$ cat src/hw/rtl/lcfs_pkg.sv
// ----------------------------------------------------------------------------
// lcfs_pkg
// Shared types and constants of the start/length/checksum/end frame sniffer.
// ----------------------------------------------------------------------------
package lcfs_pkg;

  localparam int TIME_W = 48;

  // one received word
  typedef struct packed {
    logic [1:0]        operation;
    logic [7:0]        data_byte;
    logic [TIME_W-1:0] arrival_time;
  } item_t;

  // one reported byte
  typedef struct packed {
    logic [2:0]        report_kind;
    logic [7:0]        report_byte;
    logic [5:0]        byte_position;
    logic              last_in_report;
    logic [TIME_W-1:0] report_time;
    logic [7:0]        computed_checksum;
  } report_t;

  typedef enum logic [1:0] {
    OP_BYTE     = 2'd0,
    OP_TIMEOUT  = 2'd1,
    OP_OVERFLOW = 2'd2,
    OP_UNUSED   = 2'd3
  } op_t;

  typedef enum logic [2:0] {
    KIND_OK        = 3'd0,
    KIND_STRAY     = 3'd1,
    KIND_LEN_SMALL = 3'd2,
    KIND_LEN_LARGE = 3'd3,
    KIND_BAD_END   = 3'd4,
    KIND_BAD_SUM   = 3'd5,
    KIND_TIMEOUT   = 3'd6,
    KIND_OVERFLOW  = 3'd7
  } kind_t;

  typedef enum logic [1:0] {
    CFG_START_MARKER = 2'd0,
    CFG_END_MARKER   = 2'd1,
    CFG_MAX_LENGTH   = 2'd2,
    CFG_STRAY_LIMIT  = 2'd3
  } cfg_reg_t;

  localparam logic [7:0] START_MARKER_RESET = 8'h68;
  localparam logic [7:0] END_MARKER_RESET   = 8'h43;
  localparam logic [5:0] MAX_LENGTH_RESET   = 6'd62;
  localparam logic [4:0] STRAY_LIMIT_RESET  = 5'd16;
  localparam logic [7:0] MIN_LENGTH         = 8'd2;

  typedef enum logic [1:0] {
    ST_IDLE,
    ST_EXEC,
    ST_READ,
    ST_SHOW
  } state_t;

  // controller to datapath
  typedef struct packed {
    logic latch;
    logic exec;
    logic rd_issue;
    logic step;
    logic finish;
  } ctl_cmd_t;

  // datapath to controller
  typedef struct packed {
    logic run_go;
    logic run_last;
  } dp_status_t;

endpackage

$ cat src/hw/rtl/lcfs_ram.sv
// ----------------------------------------------------------------------------
// lcfs_ram
// Generic single write port, single read port RAM with registered read.
// ----------------------------------------------------------------------------
module lcfs_ram #(
  parameter int WIDTH = 8,
  parameter int DEPTH = 64,
  parameter int AW    = (DEPTH > 1) ? $clog2(DEPTH) : 1
) (
  input  logic             clk,
  input  logic             we,
  input  logic [AW-1:0]    waddr,
  input  logic [WIDTH-1:0] wdata,
  input  logic             re,
  input  logic [AW-1:0]    raddr,
  output logic [WIDTH-1:0] rdata
);

  logic [WIDTH-1:0] mem [DEPTH];

  always_ff @(posedge clk) begin
    if (we) begin
      mem[waddr] <= wdata;
    end
    if (re) begin
      rdata <= mem[raddr];
    end
  end

endmodule

$ cat src/hw/rtl/lcfs_ctrl.sv
// ----------------------------------------------------------------------------
// lcfs_ctrl
// Sequencer: takes one word, lets the datapath act on it, then replays the
// resulting run, if there is one, one byte at a time.
// ----------------------------------------------------------------------------
module lcfs_ctrl import lcfs_pkg::*; (
  input  logic       clk,
  input  logic       rst,
  input  logic       item_valid,
  output logic       item_ready,
  output logic       report_valid,
  input  logic       report_ready,
  input  dp_status_t status,
  output ctl_cmd_t   cmd
);

  state_t state, state_next;

  always_ff @(posedge clk) begin
    if (rst) begin
      state <= ST_IDLE;
    end else begin
      state <= state_next;
    end
  end

  always_comb begin
    state_next = state;
    unique case (state)
      ST_IDLE: begin
        if (item_valid) state_next = ST_EXEC;
      end
      ST_EXEC: begin
        state_next = status.run_go ? ST_READ : ST_IDLE;
      end
      ST_READ: begin
        state_next = ST_SHOW;
      end
      ST_SHOW: begin
        if (report_ready) state_next = status.run_last ? ST_IDLE : ST_READ;
      end
      default: state_next = ST_IDLE;
    endcase
  end

  always_comb begin
    item_ready   = (state == ST_IDLE);
    report_valid = (state == ST_SHOW);
    cmd.latch    = (state == ST_IDLE) && item_valid;
    cmd.exec     = (state == ST_EXEC);
    cmd.rd_issue = (state == ST_READ);
    cmd.step     = (state == ST_SHOW) && report_ready && !status.run_last;
    cmd.finish   = (state == ST_SHOW) && report_ready && status.run_last;
  end

endmodule

$ cat src/hw/rtl/lcfs_dpath.sv
// ----------------------------------------------------------------------------
// lcfs_dpath
// Frame and stray hold stores, configuration registers, checksum and run
// bookkeeping of the frame sniffer.
// ----------------------------------------------------------------------------
module lcfs_dpath import lcfs_pkg::*; #(
  parameter int FRAME_CAPACITY = 64,
  parameter int STRAY_CAPACITY = 16,
  parameter int TIME_BITS      = 48
) (
  input  logic       clk,
  input  logic       rst,
  input  logic       cfg_valid,
  input  logic [1:0] cfg_index,
  input  logic [7:0] cfg_data,
  input  item_t      item,
  input  ctl_cmd_t   cmd,
  output dp_status_t status,
  output report_t    report
);

  localparam int FILL_W = $clog2(FRAME_CAPACITY + 1);
  localparam int FA_W   = $clog2(FRAME_CAPACITY);
  localparam int SF_W   = $clog2(STRAY_CAPACITY + 1);
  localparam int SA_W   = (STRAY_CAPACITY > 1) ? $clog2(STRAY_CAPACITY) : 1;
  localparam int RUN_W  = (FILL_W > SF_W) ? FILL_W : SF_W;
  localparam int TS_W   = (TIME_BITS < TIME_W) ? TIME_BITS : TIME_W;
  localparam logic [7:0] MAX_LEN_CAP = 8'(FRAME_CAPACITY - 2);
  localparam logic [7:0] STRAY_CAP   = 8'(STRAY_CAPACITY);
  localparam logic [9:0] FRAME_CAP   = 10'(FRAME_CAPACITY);

  // configuration
  logic [7:0] start_marker, end_marker;
  logic [5:0] max_length;
  logic [4:0] stray_limit;

  // latched word
  logic [1:0]      op_q;
  logic [7:0]      byte_q;
  logic [TS_W-1:0] time_q;

  // parser state
  logic [FILL_W-1:0] frame_fill, frame_fill_next;
  logic [TS_W-1:0]   frame_time, frame_time_next;
  logic [7:0]        running_sum, running_sum_next;
  logic [7:0]        len_byte, len_byte_next;
  logic [7:0]        prev_byte, prev_byte_next;
  logic [SF_W-1:0]   stray_fill, stray_fill_next;
  logic [TS_W-1:0]   stray_time, stray_time_next;
  logic              pend, pend_next;

  // run being replayed
  kind_t           run_kind, run_kind_next;
  logic            run_stray, run_stray_next;
  logic [RUN_W-1:0] run_len, run_len_next;
  logic [TS_W-1:0] run_time, run_time_next;
  logic [7:0]      run_sum, run_sum_next;
  logic [RUN_W-1:0] rd_idx;

  logic       run_go, frame_we, stray_we_exec;
  logic [7:0] stray_lim, max_eff;
  logic [9:0] frame_total, fill_ext;
  logic [7:0] frame_q, stray_q;

  always_comb begin
    if (stray_limit == '0) begin
      stray_lim = 8'd1;
    end else if (8'(stray_limit) > STRAY_CAP) begin
      stray_lim = STRAY_CAP;
    end else begin
      stray_lim = 8'(stray_limit);
    end
    max_eff = (8'(max_length) > MAX_LEN_CAP) ? MAX_LEN_CAP : 8'(max_length);
  end

  assign frame_total = 10'(len_byte) + 10'(MIN_LENGTH);
  assign fill_ext    = 10'(frame_fill);

  always_comb begin
    frame_fill_next  = frame_fill;
    frame_time_next  = frame_time;
    running_sum_next = running_sum;
    len_byte_next    = len_byte;
    prev_byte_next   = prev_byte;
    stray_fill_next  = stray_fill;
    stray_time_next  = stray_time;
    pend_next        = 1'b0;
    run_go           = 1'b0;
    run_kind_next    = run_kind;
    run_stray_next   = run_stray;
    run_len_next     = run_len;
    run_time_next    = run_time;
    run_sum_next     = run_sum;
    frame_we         = 1'b0;
    stray_we_exec    = 1'b0;

    unique case (op_t'(op_q))
      OP_BYTE: begin
        prev_byte_next = byte_q;
        if (frame_fill == '0) begin
          if (byte_q != start_marker) begin
            if (8'(stray_fill) >= stray_lim) begin
              // hold full: flush it, the new byte goes in once the run is out
              run_go          = 1'b1;
              run_kind_next   = KIND_STRAY;
              run_stray_next  = 1'b1;
              run_len_next    = RUN_W'(stray_fill);
              run_time_next   = stray_time;
              run_sum_next    = '0;
              stray_fill_next = '0;
              pend_next       = 1'b1;
            end else begin
              stray_we_exec   = 1'b1;
              stray_fill_next = stray_fill + SF_W'(1);
              if (stray_fill == '0) stray_time_next = time_q;
            end
          end else begin
            if (stray_fill != '0) begin
              run_go         = 1'b1;
              run_kind_next  = KIND_STRAY;
              run_stray_next = 1'b1;
              run_len_next   = RUN_W'(stray_fill);
              run_time_next  = stray_time;
              run_sum_next   = '0;
            end
            stray_fill_next  = '0;
            frame_we         = 1'b1;
            frame_fill_next  = FILL_W'(1);
            frame_time_next  = time_q;
            running_sum_next = '0;
          end
        end else if (frame_fill == FILL_W'(1)) begin
          frame_we         = 1'b1;
          len_byte_next    = byte_q;
          running_sum_next = byte_q;
          frame_fill_next  = FILL_W'(2);
          if (byte_q < MIN_LENGTH || byte_q > max_eff) begin
            run_go          = 1'b1;
            run_kind_next   = (byte_q < MIN_LENGTH) ? KIND_LEN_SMALL : KIND_LEN_LARGE;
            run_stray_next  = 1'b0;
            run_len_next    = RUN_W'(2);
            run_time_next   = frame_time;
            run_sum_next    = '0;
            frame_fill_next = '0;
          end
        end else if (fill_ext >= FRAME_CAP) begin
          frame_fill_next = '0;
        end else begin
          frame_we        = 1'b1;
          frame_fill_next = frame_fill + FILL_W'(1);
          // payload bytes only, not checksum or end byte
          if (fill_ext + 10'd2 < frame_total) begin
            running_sum_next = running_sum + byte_q;
          end
          if (fill_ext + 10'd1 >= frame_total) begin
            run_go         = 1'b1;
            run_stray_next = 1'b0;
            if (byte_q != end_marker) begin
              run_kind_next = KIND_BAD_END;
            end else if (prev_byte != running_sum) begin
              run_kind_next = KIND_BAD_SUM;
            end else begin
              run_kind_next = KIND_OK;
            end
            run_len_next    = RUN_W'(frame_fill) + RUN_W'(1);
            run_time_next   = frame_time;
            run_sum_next    = running_sum;
            frame_fill_next = '0;
          end
        end
      end
      OP_TIMEOUT, OP_OVERFLOW: begin
        if (frame_fill != '0) begin
          run_go          = 1'b1;
          run_kind_next   = (op_t'(op_q) == OP_TIMEOUT) ? KIND_TIMEOUT : KIND_OVERFLOW;
          run_stray_next  = 1'b0;
          run_len_next    = RUN_W'(frame_fill);
          run_time_next   = frame_time;
          run_sum_next    = '0;
          frame_fill_next = '0;
        end else if (stray_fill != '0) begin
          run_go          = 1'b1;
          run_kind_next   = KIND_STRAY;
          run_stray_next  = 1'b1;
          run_len_next    = RUN_W'(stray_fill);
          run_time_next   = stray_time;
          run_sum_next    = '0;
          stray_fill_next = '0;
        end
      end
      default: ;
    endcase
  end

  always_ff @(posedge clk) begin
    if (rst) begin
      start_marker <= START_MARKER_RESET;
      end_marker   <= END_MARKER_RESET;
      max_length   <= MAX_LENGTH_RESET;
      stray_limit  <= STRAY_LIMIT_RESET;
    end else if (cfg_valid) begin
      unique case (cfg_reg_t'(cfg_index))
        CFG_START_MARKER: start_marker <= cfg_data;
        CFG_END_MARKER:   end_marker   <= cfg_data;
        CFG_MAX_LENGTH:   max_length   <= cfg_data[5:0];
        CFG_STRAY_LIMIT:  stray_limit  <= cfg_data[4:0];
        default: ;
      endcase
    end
  end

  always_ff @(posedge clk) begin
    if (rst) begin
      frame_fill  <= '0;
      frame_time  <= '0;
      running_sum <= '0;
      stray_fill  <= '0;
      stray_time  <= '0;
      pend        <= 1'b0;
    end else if (cmd.exec) begin
      frame_fill  <= frame_fill_next;
      frame_time  <= frame_time_next;
      running_sum <= running_sum_next;
      stray_fill  <= stray_fill_next;
      stray_time  <= stray_time_next;
      pend        <= pend_next;
    end else if (cmd.finish && pend) begin
      stray_fill <= SF_W'(1);
      stray_time <= time_q;
      pend       <= 1'b0;
    end
  end

  always_ff @(posedge clk) begin
    if (cmd.latch) begin
      op_q   <= item.operation;
      byte_q <= item.data_byte;
      time_q <= item.arrival_time[TS_W-1:0];
    end
    if (cmd.exec) begin
      len_byte  <= len_byte_next;
      prev_byte <= prev_byte_next;
      run_kind  <= run_kind_next;
      run_stray <= run_stray_next;
      run_len   <= run_len_next;
      run_time  <= run_time_next;
      run_sum   <= run_sum_next;
      rd_idx    <= '0;
    end else if (cmd.step) begin
      rd_idx <= rd_idx + RUN_W'(1);
    end
  end

  lcfs_ram #(
    .WIDTH (8),
    .DEPTH (FRAME_CAPACITY),
    .AW    (FA_W)
  ) u_frame_ram (
    .clk   (clk),
    .we    (cmd.exec && frame_we),
    .waddr (frame_fill[FA_W-1:0]),
    .wdata (byte_q),
    .re    (cmd.rd_issue && !run_stray),
    .raddr (rd_idx[FA_W-1:0]),
    .rdata (frame_q)
  );

  lcfs_ram #(
    .WIDTH (8),
    .DEPTH (STRAY_CAPACITY),
    .AW    (SA_W)
  ) u_stray_ram (
    .clk   (clk),
    .we    ((cmd.exec && stray_we_exec) || (cmd.finish && pend)),
    .waddr ((cmd.finish && pend) ? '0 : stray_fill[SA_W-1:0]),
    .wdata (byte_q),
    .re    (cmd.rd_issue && run_stray),
    .raddr (rd_idx[SA_W-1:0]),
    .rdata (stray_q)
  );

  assign status.run_go   = run_go;
  assign status.run_last = ((rd_idx + RUN_W'(1)) == run_len);

  always_comb begin
    report.report_kind       = run_kind;
    report.report_byte       = run_stray ? stray_q : frame_q;
    report.byte_position     = 6'(rd_idx);
    report.last_in_report    = status.run_last;
    report.report_time       = TIME_W'(run_time);
    report.computed_checksum = run_sum;
  end

endmodule

$ cat src/hw/rtl/length_checksum_frame_sniffer.sv
// A word that causes no report goes from IDLE through EXEC and back to ready.
// A word that closes or abandons a run passes EXEC and READ before its first byte shows;
// every reported byte then takes a store read (READ), then the output word (SHOW), held until taken.
// One word at a time: no new word is taken until the word and its run are through.
// Synchronous reset clears the parser state and reloads the register defaults;
// the byte stores need no clearing since only entries written for a run are read.
// ----------------------------------------------------------------------------
// length_checksum_frame_sniffer
// Reassembles start/length/payload/checksum/end frames from received bytes and
// reports frames and stray bytes as tagged runs, one byte per output word.
// ----------------------------------------------------------------------------
module length_checksum_frame_sniffer import lcfs_pkg::*; #(
  parameter int FRAME_CAPACITY = 64,
  parameter int STRAY_CAPACITY = 16,
  parameter int TIME_BITS      = 48
) (
  input  logic       clk,
  input  logic       rst,
  input  logic       cfg_valid,
  output logic       cfg_ready,
  input  logic [1:0] cfg_index,
  input  logic [7:0] cfg_data,
  input  logic       item_valid,
  output logic       item_ready,
  input  item_t      item,
  output logic       report_valid,
  input  logic       report_ready,
  output report_t    report
);

  ctl_cmd_t   cmd;
  dp_status_t status;

  // the user must change registers only between words; the block does not enforce it
  assign cfg_ready = 1'b1;

  lcfs_ctrl u_ctrl (
    .clk          (clk),
    .rst          (rst),
    .item_valid   (item_valid),
    .item_ready   (item_ready),
    .report_valid (report_valid),
    .report_ready (report_ready),
    .status       (status),
    .cmd          (cmd)
  );

  lcfs_dpath #(
    .FRAME_CAPACITY (FRAME_CAPACITY),
    .STRAY_CAPACITY (STRAY_CAPACITY),
    .TIME_BITS      (TIME_BITS)
  ) u_dpath (
    .clk       (clk),
    .rst       (rst),
    .cfg_valid (cfg_valid),
    .cfg_index (cfg_index),
    .cfg_data  (cfg_data),
    .item      (item),
    .cmd       (cmd),
    .status    (status),
    .report    (report)
  );

endmodule

$ cat config.mk
export PLATFORM = sky130hd
export DESIGN_NAME = length_checksum_frame_sniffer
export DESIGN_NICKNAME = d
export VERILOG_FILES = /design/src/hw/rtl/lcfs_pkg.sv /design/src/hw/rtl/lcfs_ram.sv /design/src/hw/rtl/lcfs_ctrl.sv /design/src/hw/rtl/lcfs_dpath.sv /design/src/hw/rtl/length_checksum_frame_sniffer.sv
export SDC_FILE = /design/constraint.sdc
export NUM_CORES = 1
export LEC_CHECK = 0
export CAP_MARGIN = 20
export CORE_ASPECT_RATIO = 0.8
export CORE_UTILIZATION = 50
export CTS_CLUSTER_DIAMETER = 60
export CTS_CLUSTER_SIZE = 28
export DETAILED_ROUTE_END_ITERATION = 12
export DONT_BUFFER_PORTS = 1
export GPL_ROUTABILITY_DRIVEN = 0
export PLACE_DENSITY_LB_ADDON = 0.05
export SKIP_CTS_REPAIR_TIMING = 1
export SYNTH_ARGS = -nofsm -noshare
export SYNTH_HDL_FRONTEND = slang
export SYNTH_SLANG_ARGS = --single-unit
$ cat constraint.sdc
create_clock -name clk -period 10.1 [get_ports clk]
set_clock_uncertainty 0.05 [all_clocks]
set_input_delay 0 -clock clk [delete_from_list [all_inputs] [get_ports clk]]
set_output_delay 0 -clock clk [all_outputs]
set_load 0.01 [all_outputs]
; ---- Word-level counts from Yosys, hierarchy flattened
; Memories as Yosys holds them, arrays and structs flattened. A register that Yosys moved wholly into a read port is not among the register bits.
; Index checks and enable logic that the tools add are counted.
[word_totals]
out_inout_bits = 77
inputBits = 73
latchBits = 0
word_cells = 231
register_bits = 294
rom_bits = 0
ram_bits = 640
n_memories = 2
[op_classes]
mux = 120
addsub = 7
bitwise = 2
multipliers = 0
n_lt_le_gt_ge = 8
n_eq_ne = 32
n_div = 0
reduce_logical = 38
shifts = 0
[memory_table]
columns = name, depth, width, rd, rd_ports_with_merged_regs, wr, line
row1 = u_dpath.u_frame_ram.mem, 64, 8, 1, 1, 1, lcfs_ram.sv:19  ; logic [WIDTH-1:0] mem [DEPTH];
row2 = u_dpath.u_stray_ram.mem, 16, 8, 1, 1, 1, lcfs_ram.sv:19
[ops]
columns = operator, count
row1 = 2-to-1 mux 48 bit, 16
row2 = 2-to-1 mux 8 bit, 16
row3 = 2-to-1 mux 7 bit, 15
row4 = one-hot mux 48 bit (2 select lines), 1
row5 = 2-to-1 mux 5 bit, 8
row6 = 2-to-1 mux 1 bit, 38
row7 = 2-to-1 mux 3 bit, 11
row8 = one-hot mux 7 bit (2 select lines), 2
row9 = inequality test 8 bit, 3
row10 = one-hot mux 8 bit (2 select lines), 1
row11 = "inequality test 3 bit, second input constant", 5
row12 = "adder 7 x 1 -> 7 bit, second input constant", 2
row13 = "inequality test 2 bit, second input constant", 7
row14 = AND reduction 2 bit, 6
row15 = AND reduction 4 bit, 3
row16 = AND reduction 6 bit, 2
row17 = "== test 2 bit, second input constant", 5
row18 = greater-or-equal comparator 10 bit, 1
row19 = zero test 5 bit, 2
row20 = less-than comparator 10 bit, 1
row21 = 2-to-1 mux 2 bit, 5
row22 = one-hot mux 5 bit (2 select lines), 1
row23 = AND reduction 5 bit, 2
row24 = "adder 8 x 2 -> 9 bit, second input constant", 1
row25 = 35 further kinds, 53

; ---- Longest topological paths before layout
; Gate-level depths: netlist of the first run.
[logic_depth]
depth_word = 12
ltp_mapped = 12

; ---- Hierarchy
; Synthesis of the first run repeated with hierarchy kept, for this count alone.
[unflattened]
hier_cells = 2439
hier_area_um2 = 39032.4
[by_module_without_submodules]
columns = module, n_inst, area_per_inst_um2, cells_each
row1 = lcfs_ram (u_dpath.u_frame_ram), 1, 20270.7, 972
row2 = lcfs_dpath, 1, 13390.3, 1221
row3 = lcfs_ram (u_dpath.u_stray_ram), 1, 5227.5, 229
row4 = lcfs_ctrl, 1, 132.6, 15
row5 = length_checksum_frame_sniffer, 1, 11.3, 2

; ---- Worst setup path after synthesis of the first run
; Ideal clock, no wire load.
[synth_path]
path_type = reg-to-reg
start = register u_dpath.byte_q[7]
end = register u_dpath.run_kind[0], enable pin
arrival_time_ns = 9.082
period_less_slack_ns = 9.790
n_path_buf = 3
stages_incl_launch_ff = 9
slack_ns = 0.310
cell_sequence = edfxtp_1 > buf_2 > xor2_1 > nor4_2 > and2_1 > buf_2 > clkbuf_1 > nor3_1 > nor4_1
[synth_via]
elab_chain_cells = 4
elab_cells_between_ends = 7
[synth_rtl]
columns = element, line
row1 = "start, declared", lcfs_dpath.sv:39  ; logic [7:0] byte_q;
row2 = "start signal, assigned", lcfs_dpath.sv:237  ; byte_q <= item.data_byte;
row3 = less-than comparator 8 x 2 -> 1 bit or greater-than comparator 8 bit (tied branches), lcfs_dpath.sv:137  ; if (byte_q < MIN_LENGTH || byte_q > max_eff) begin
row4 = logical OR 1 bit, lcfs_dpath.sv:137
row5 = inequality test 4 x 3 -> 1 bit (no source line), --
row6 = AND reduction 6 bit (no source line) *, --
row7 = "end signal, assigned", lcfs_dpath.sv:243  ; run_kind <= run_kind_next;
row8 = "end, declared", lcfs_dpath.sv:53  ; kind_t run_kind, run_kind_next;
; Every way passes the cells marked *; elsewhere a longest branch is shown, timed or not.
; A chain may end at the register's enable or synchronous reset.

; ---- Worst setup path after layout of the first run
[layout_path]
start = register u_dpath.frame_fill[2]
end = register u_dpath.run_time[42], enable pin
[layout_via]
elab_chain_cells = 4
elab_cells_between_ends = 10
[layout_rtl]
columns = element, line
row1 = "start, declared", lcfs_dpath.sv:43  ; logic [FILL_W-1:0] frame_fill, frame_fill_next;
row2 = "start signal, assigned", lcfs_dpath.sv:221  ; frame_fill <= frame_fill_next;
row3 = adder 7 x 1 -> 8 bit, lcfs_dpath.sv:155  ; if (fill_ext + 10'd1 >= frame_total) begin
row4 = greater-or-equal comparator 10 bit, lcfs_dpath.sv:155
row5 = inequality test 4 x 1 -> 1 bit (no source line), --
row6 = AND reduction 6 bit (no source line) *, --
row7 = "end signal, assigned", lcfs_dpath.sv:246  ; run_time <= run_time_next;
row8 = "end, declared", lcfs_dpath.sv:56  ; logic [TS_W-1:0] run_time, run_time_next;
; Marks and branches as above.

==> impl_results.md, run 1 <==
* Internal Power at 5.44 mW
* Critical Path AT at ~4.6 ns
* Status: complete, no violations
* Remaining global-route overflow at 0
* Synthesized area per cell at between 15 and 20 um^2
* HPWL after detailed placement at between 60,000 and 70,000 um
* Area leader, netlist: edfxtp_1
* Nets@finish at roughly 2,500
* Slew headroom at 0.220
* Die Width at approximately 310 um
* Ports at 150
* Initial antenna violation count at 6
* Yosys top cell area share at 0.617
* FILL cells at between 5,000 and 6,000
* Port bufs at 0
* Netlist Area Pre-Place at between 30,000 and 40,000 um^2
* Initial Utilization at 0.509
* Worst Tran Pin Value at 1.17 ns
* Core ar. at around 76,000 um^2
* H-tree levels at 2
* Setup ws final at ~5.8 ns
* Vias in the first global route at around 20,000
* Vias per cell at 6.06
* Total negative setup slack at 0 ns
* Mapped Cells at around 2,300
* Critical path fanouts, max at 67
* Die ar. at slightly below 80,000 um^2
* CTS buffer count at slightly below 50
* Clock tree sinks at 950
* Clk pwr share at 0.341
* RSZ-0062 raised after global routing: false
* # rows at 90
* Crit path required time at between 10 and 15 ns
* DR iter-0 viols at about 2,300
* Top cells by area, synth: edfxtp_1 (62%), mux4_2 (11%), dfxtp_1 (7.9%)
* Setup violators final at 0
* Post-Syn Nets at around 2,400
* Flop pwr share at 0.614
* Maximum root-to-sink buffer count at 3
* Synth cell count leaders: edfxtp_1 (797), nor2_1 (227), mux4_2 (191), mux2i_1 (171), dfxtp_1 (153)
* Hold WS at between 0.04 and 0.05 ns
* Largest net degree at the start of global routing at 127
* Most frequent cell after synthesis: edfxtp_1
* Vias at 20,800
* DRC errors left at 0
* Share of cells above drive strength 1 at 0.146
* Area grow syn2layout at 10.4%
* Final Cycle Share at 0.430
* EDFF count, synth at ~800
* Crit path kind: reg -> reg
* Die Y-Extent at roughly 250 um
* Worst VDD drop at between 0.1 and 0.15 mV
* Crit. End Element: flip-flop
* Synth Warn # at 0
* Comb pwr share at 0.045
* Worst-skew pair later-pin latency at ~0.66 ns
* Cell area power density at 165 nW/um^2
* Seq/Total Area, Yosys at 0.696
* Max-cap viol count at 0
* Place WS at ~5.6 ns
* CTS clock-pin slew for the worst setup and hold paths at around 0.10 ns
* Post-route ant nets at 0
* Maximum clock frequency at 0.230 GHz
* Pleak at between 10 and 15 nW
* Period minus WS final at 4.34 ns
* Synthesized flop and latch total at 950
* Post-synthesis async set-or-reset flop share at 0
* Pre-Repair DR Iteration Count at 5
* Routed WL at 96,400 um
* Gr usage total at 0.243
* Ys flop type: edfxtp_1
* WL/cell at 28.2 um
* CP Launch Type: flip-flop
* Switching share of power at 0.228
* Hold Path Class: in -> reg
* Final hold viol count at 0
* Synth cell types at slightly below 80
* CTS tree: done
* Switch Pwr at 1.60 mW
* Root Driver: clkbuf_16
* Global-route wire length before repair at ~140,000 um
* Slew Viols, Final at 0
-- sequential cells by signal, summed over array words and instances, names as in the netlist, 48 cells and up --
name,count
u_dpath.run_time,48
u_dpath.stray_time,48
u_dpath.u_stray_ram.mem,128
u_dpath.time_q,48
u_dpath.frame_time,48
u_dpath.u_frame_ram.mem,512
-- cell type report --
type	count	area, um^2	share of cell area
sequential	950	27000	0.631
multi-input combinational	1167	11100	0.258
antenna	2	5.00	0.000117
clock buffer	57	1300	0.0303
tap	1012	1270	0.0296
clock inverter	32	415	0.00970
timing repair buffer	173	1650	0.0385
inverter	31	116	0.00272
-- logic make-up after synthesis --
kind of cell,Yosys count,share of synthesized area
xor+xnor,49,0.0114
compound gates,211,0.0369
other cells,1,0.0000967
buf+inv,165,0.0206
flops,950,0.696
simple gates,476,0.0544
fa+ha+maj,49,0.0160
mux,381,0.164
-- final timing paths --
check | start | end | slack (ns) | cells past startpoint
worst max-delay path | u_dpath.frame_fill[2]$_SDFFE_PP0P_ | u_dpath.run_time[42]$_DFFE_PP_ | 5.76 | 11
worst min-delay path | cfg_data[6] | u_dpath.start_marker[6]$_SDFFE_PP1P_ | 0.05 | 3
worst max register to register | u_dpath.frame_fill[2]$_SDFFE_PP0P_ | u_dpath.run_time[42]$_DFFE_PP_ | 5.76 | 11
worst min register to register | u_dpath.max_length[0]$_SDFFE_PP0P_ | u_dpath.max_length[0]$_SDFFE_PP0P_ | 0.45 | 2
-- power groups by stage --
stage	combinational, mW	clock, mW	sequential (mW)
after detailed placement	0.265	0	4.42
final	0.318	2.40	4.33
after global placement	0.259	0	4.42
after floorplan	0.158	0	4.43
after CTS	0.266	2.45	4.33
after global routing	0.343	2.58	4.33
-- through the flow --
step	power [mW]	util	area [um^2]	instances
2_1_floorplan	4.59	-	38800	2282
3_3_place_gp	4.67	0.522	39700	3196
3_5_place_dp	4.68	0.522	39700	3200
4_1_cts	7.04	0.545	41500	3289
5_1_grt	7.25	0.562	42800	3422
6_report	7.05	0.562	42800	3424
-- cell usage in the layout (no fill, tap or decap), types with 9 or more instances in the layout --
master	count
nand3_1	24
o211ai_1	11
clkbuf_16	51
nor3_1	17
a21o_1	9
dlygate4sd3_1	131
xnor2_1	22
buf_4	38
o21ai_1	25
clkinv_8	9
xor2_1	26
mux2i_1	171
mux4_2	191
ha_1	48
inv_1	31
a22oi_1	20
mux4_1	10
nor2_1	226
nor2b_1	9
dfxtp_1	149
mux2_2	9
a21oi_1	30
edfxtp_1	797
o21ai_0	44
and2_1	9
nand2_1	132
-- layer usage --
layer / vias up / share of wire / global-route usage
met2: 723 / 0.45 / 0.349
met1: 10900 / 0.46 / 0.381
met3: 88 / 0.079 / 0.0561
li1: 9068 / - / -
met4: 2 / 0.013 / 0.0428
met5: - / 0.00013 / 0
-- worst max-delay path, stage by stage (launching register included) --
cell      delay, ns
dfxtp_1        0.59
ha_1           0.37
nand2_1        0.46
or2_2          0.48
nand2_1        0.11
ha_1           0.15
o211ai_1       0.10
a31oi_1        0.22
o21ai_0        0.17
o211a_1        0.25
nor4_2         0.14
buf_4          0.79
Power figures use the tool's default switching activity.
==> run 2, diff against run 1 <==
==> constraint.sdc (replaced) <==
create_clock -name clk -period 4.41 [get_ports clk]
set_clock_uncertainty 0.05 [all_clocks]
set_input_delay 0 -clock clk [delete_from_list [all_inputs] [get_ports clk]]
set_output_delay 0 -clock clk [all_outputs]
set_load 0.01 [all_outputs]
==> run 2 against run 1 <==
Against the previous run: first-iteration DRC count fell by 2.7%; sequential share of layout area down 0.99 points; worst setup slack lost 5.3 ns; fmax rose by 11%; global-route usage is 0.62 points lower; die area stayed put; total power grew 130%; highest routed layer unchanged.
==> impl_results.md, run 2 (synthesis results as in run 1) <==
* Final Cycle Share at 0.888
* CP Launch Type: flip-flop
* Largest reg by FF count: u_dpath.u_frame_ram.mem
* Pre-Repair DR Iteration Count at 5
* Status: complete, no violations
* Maximum clock frequency at between 0.2 and 0.3 GHz
* RSZ-0062 raised after global routing: false
* Slew Viols, Final at 0
* Reg-to-reg slack, setup at 0.50 ns
* Die ar. at approximately 80,000 um^2
* Largest regs: u_dpath.u_frame_ram.mem (512), u_dpath.u_stray_ram.mem (128)
* Die Width at roughly 310 um
* CTS buffer count at just over 50
* Routed WL at roughly 93,000 um
* Root Driver: clkbuf_16
* Maximum root-to-sink buffer count at 3
* Hold Path Class: in -> reg
* Place WS at 0.680 ns
* Pleak at approximately 14 nW
* DR iter-0 viols at about 2,200
* Initial Utilization at 0.509
* Final hold viol count at 0
* Final Core Density at 0.571
* Max-cap viol count at 0
* Port bufs at 0
* Share of cells above drive strength 1 at 0.166
* # rows at 90
* Vias in the first global route at roughly 20,000
* Cell area power density at around 380 nW/um^2
* Critical Path AT at 4.41 ns
* Setup violators final at 0
* Ports at 150
* CTS clock-pin slew for the worst setup and hold paths at between 0.1 and 0.15 ns
* Die Y-Extent at 251 um
* Crit. End Element: flip-flop
* Hold WS at between 0.009 and 0.01 ns
* Gr usage total at 0.236
* Crit path required time at 4.90 ns
* H-tree levels at 2
* Max reg flops at just over 500
* Setup ws final at 0.495 ns
* Vias at between 20,000 and 25,000
* Critical path, cell by cell: inv_1, ha_1, and3_1, buf_4, and3_1, a32oi_4, buf_4, mux2i_1, nor2_1, dlygate4sd3_1
* Nets@finish at around 2,600
* Slowest CP cell: buf_4
* RR Startpoint: u_dpath.frame_fill[0]$_SDFFE_PP0P_
* Worst VDD drop at between 0.2 and 0.3 mV
* Critical path fanouts, max at 48
* Clock tree sinks at 950
* DRC errors left at 0
* Remaining global-route overflow at 0
* Global-route wire length before repair at ~140,000 um
* Area grow syn2layout at 12.2%
* HPWL after detailed placement at approximately 59,000 um
* CTS tree: done
* Worst Tran Pin Value at between 1 and 1.5 ns
* FILL cells at approximately 5,900
* Vias per cell at 5.96
* Largest net degree at the start of global routing at roughly 130
* Worst path max stage delay at roughly 0.76 ns
* Period minus WS final at between 3 and 4 ns
* Commonest non-fill, non-tap cell in the layout: edfxtp_1
* Most frequent cells in the layout: edfxtp_1 (797), nor2_1 (226), mux4_2 (191), mux2i_1 (171), dfxtp_1 (149)
* WL/cell at approximately 27 um
* CP Launch Point: u_dpath.frame_fill[0]$_SDFFE_PP0P_
* Crit path kind: reg -> reg
* Slew headroom at 0.239
* Core ar. at 76,100 um^2
* Post-route ant nets at 0
* Initial antenna violation count at 3
* Worst-skew pair later-pin latency at roughly 0.65 ns
* Hold path start: item_valid
run 2: routing by layer:
metal / vias up / wire [um] / global-route usage
met3: 85 / 7500 / 0.0601
li1: 9185 / - / -
met4: 2 / 1400 / 0.0461
met1: 10800 / 42300 / 0.362
met2: 679 / 41900 / 0.344
met5: - / 8 / 0
run 2: area by class of cell:
cell class                      count  area (um^2)  area share
Inverter                           31          116     0.00268
Clock inverter                     38          455      0.0105
Timing Repair Buffer              228         2200      0.0507
Antenna cell                        3         7.51    0.000173
Multi-Input combinational cell   1167        11100       0.255
Sequential cell                   950        27000       0.621
Clock buffer                       58         1360      0.0312
Tap cell                         1012         1270      0.0291
run 2: final timing paths:
kind | to | cells after the start
worst max-delay path | u_dpath.stray_time[18]$_SDFFE_PP0P_ | 10
worst max register to register | u_dpath.stray_time[18]$_SDFFE_PP0P_ | 10
worst min register to register | u_dpath.frame_time[3]$_SDFFE_PP0P_ | 2
worst min-delay path | u_dpath.time_q[33]$_DFFE_PP_ | 1
run 2: critical path: cells and delay by family (launching register included):
| family | cells | cell delay, ns |
|---|---|---|
| adders and majority gates | 1 | 0.34 |
| muxes | 1 | 0.27 |
| AOI/OAI and AO/OA | 1 | 0.23 |
| and+or+nand+nor | 3 | 0.48 |
| buffers and inverters | 4 | 1.79 |
| DFF | 1 | 0.61 |
run 2: report_power, final:
group	internal (mW)	leakage (nW)	total, mW	switching [mW]
Combinational	0.267	5.04	0.752	0.484
Sequential	9.83	8.46	9.91	0.0837
Clock	2.46	0.864	5.66	3.20
run 2: through the flow:
step	cells	power (mW)	setup TNS [ns]	instance area, um^2
2_1_floorplan	2282	10.5	-40.72	38800
3_3_place_gp	3248	10.7	0	40300
3_5_place_dp	3248	10.7	0	40300
4_1_cts	3344	16.3	0	42100
5_1_grt	3486	16.8	0	43500
6_report	3487	16.3	0	43500
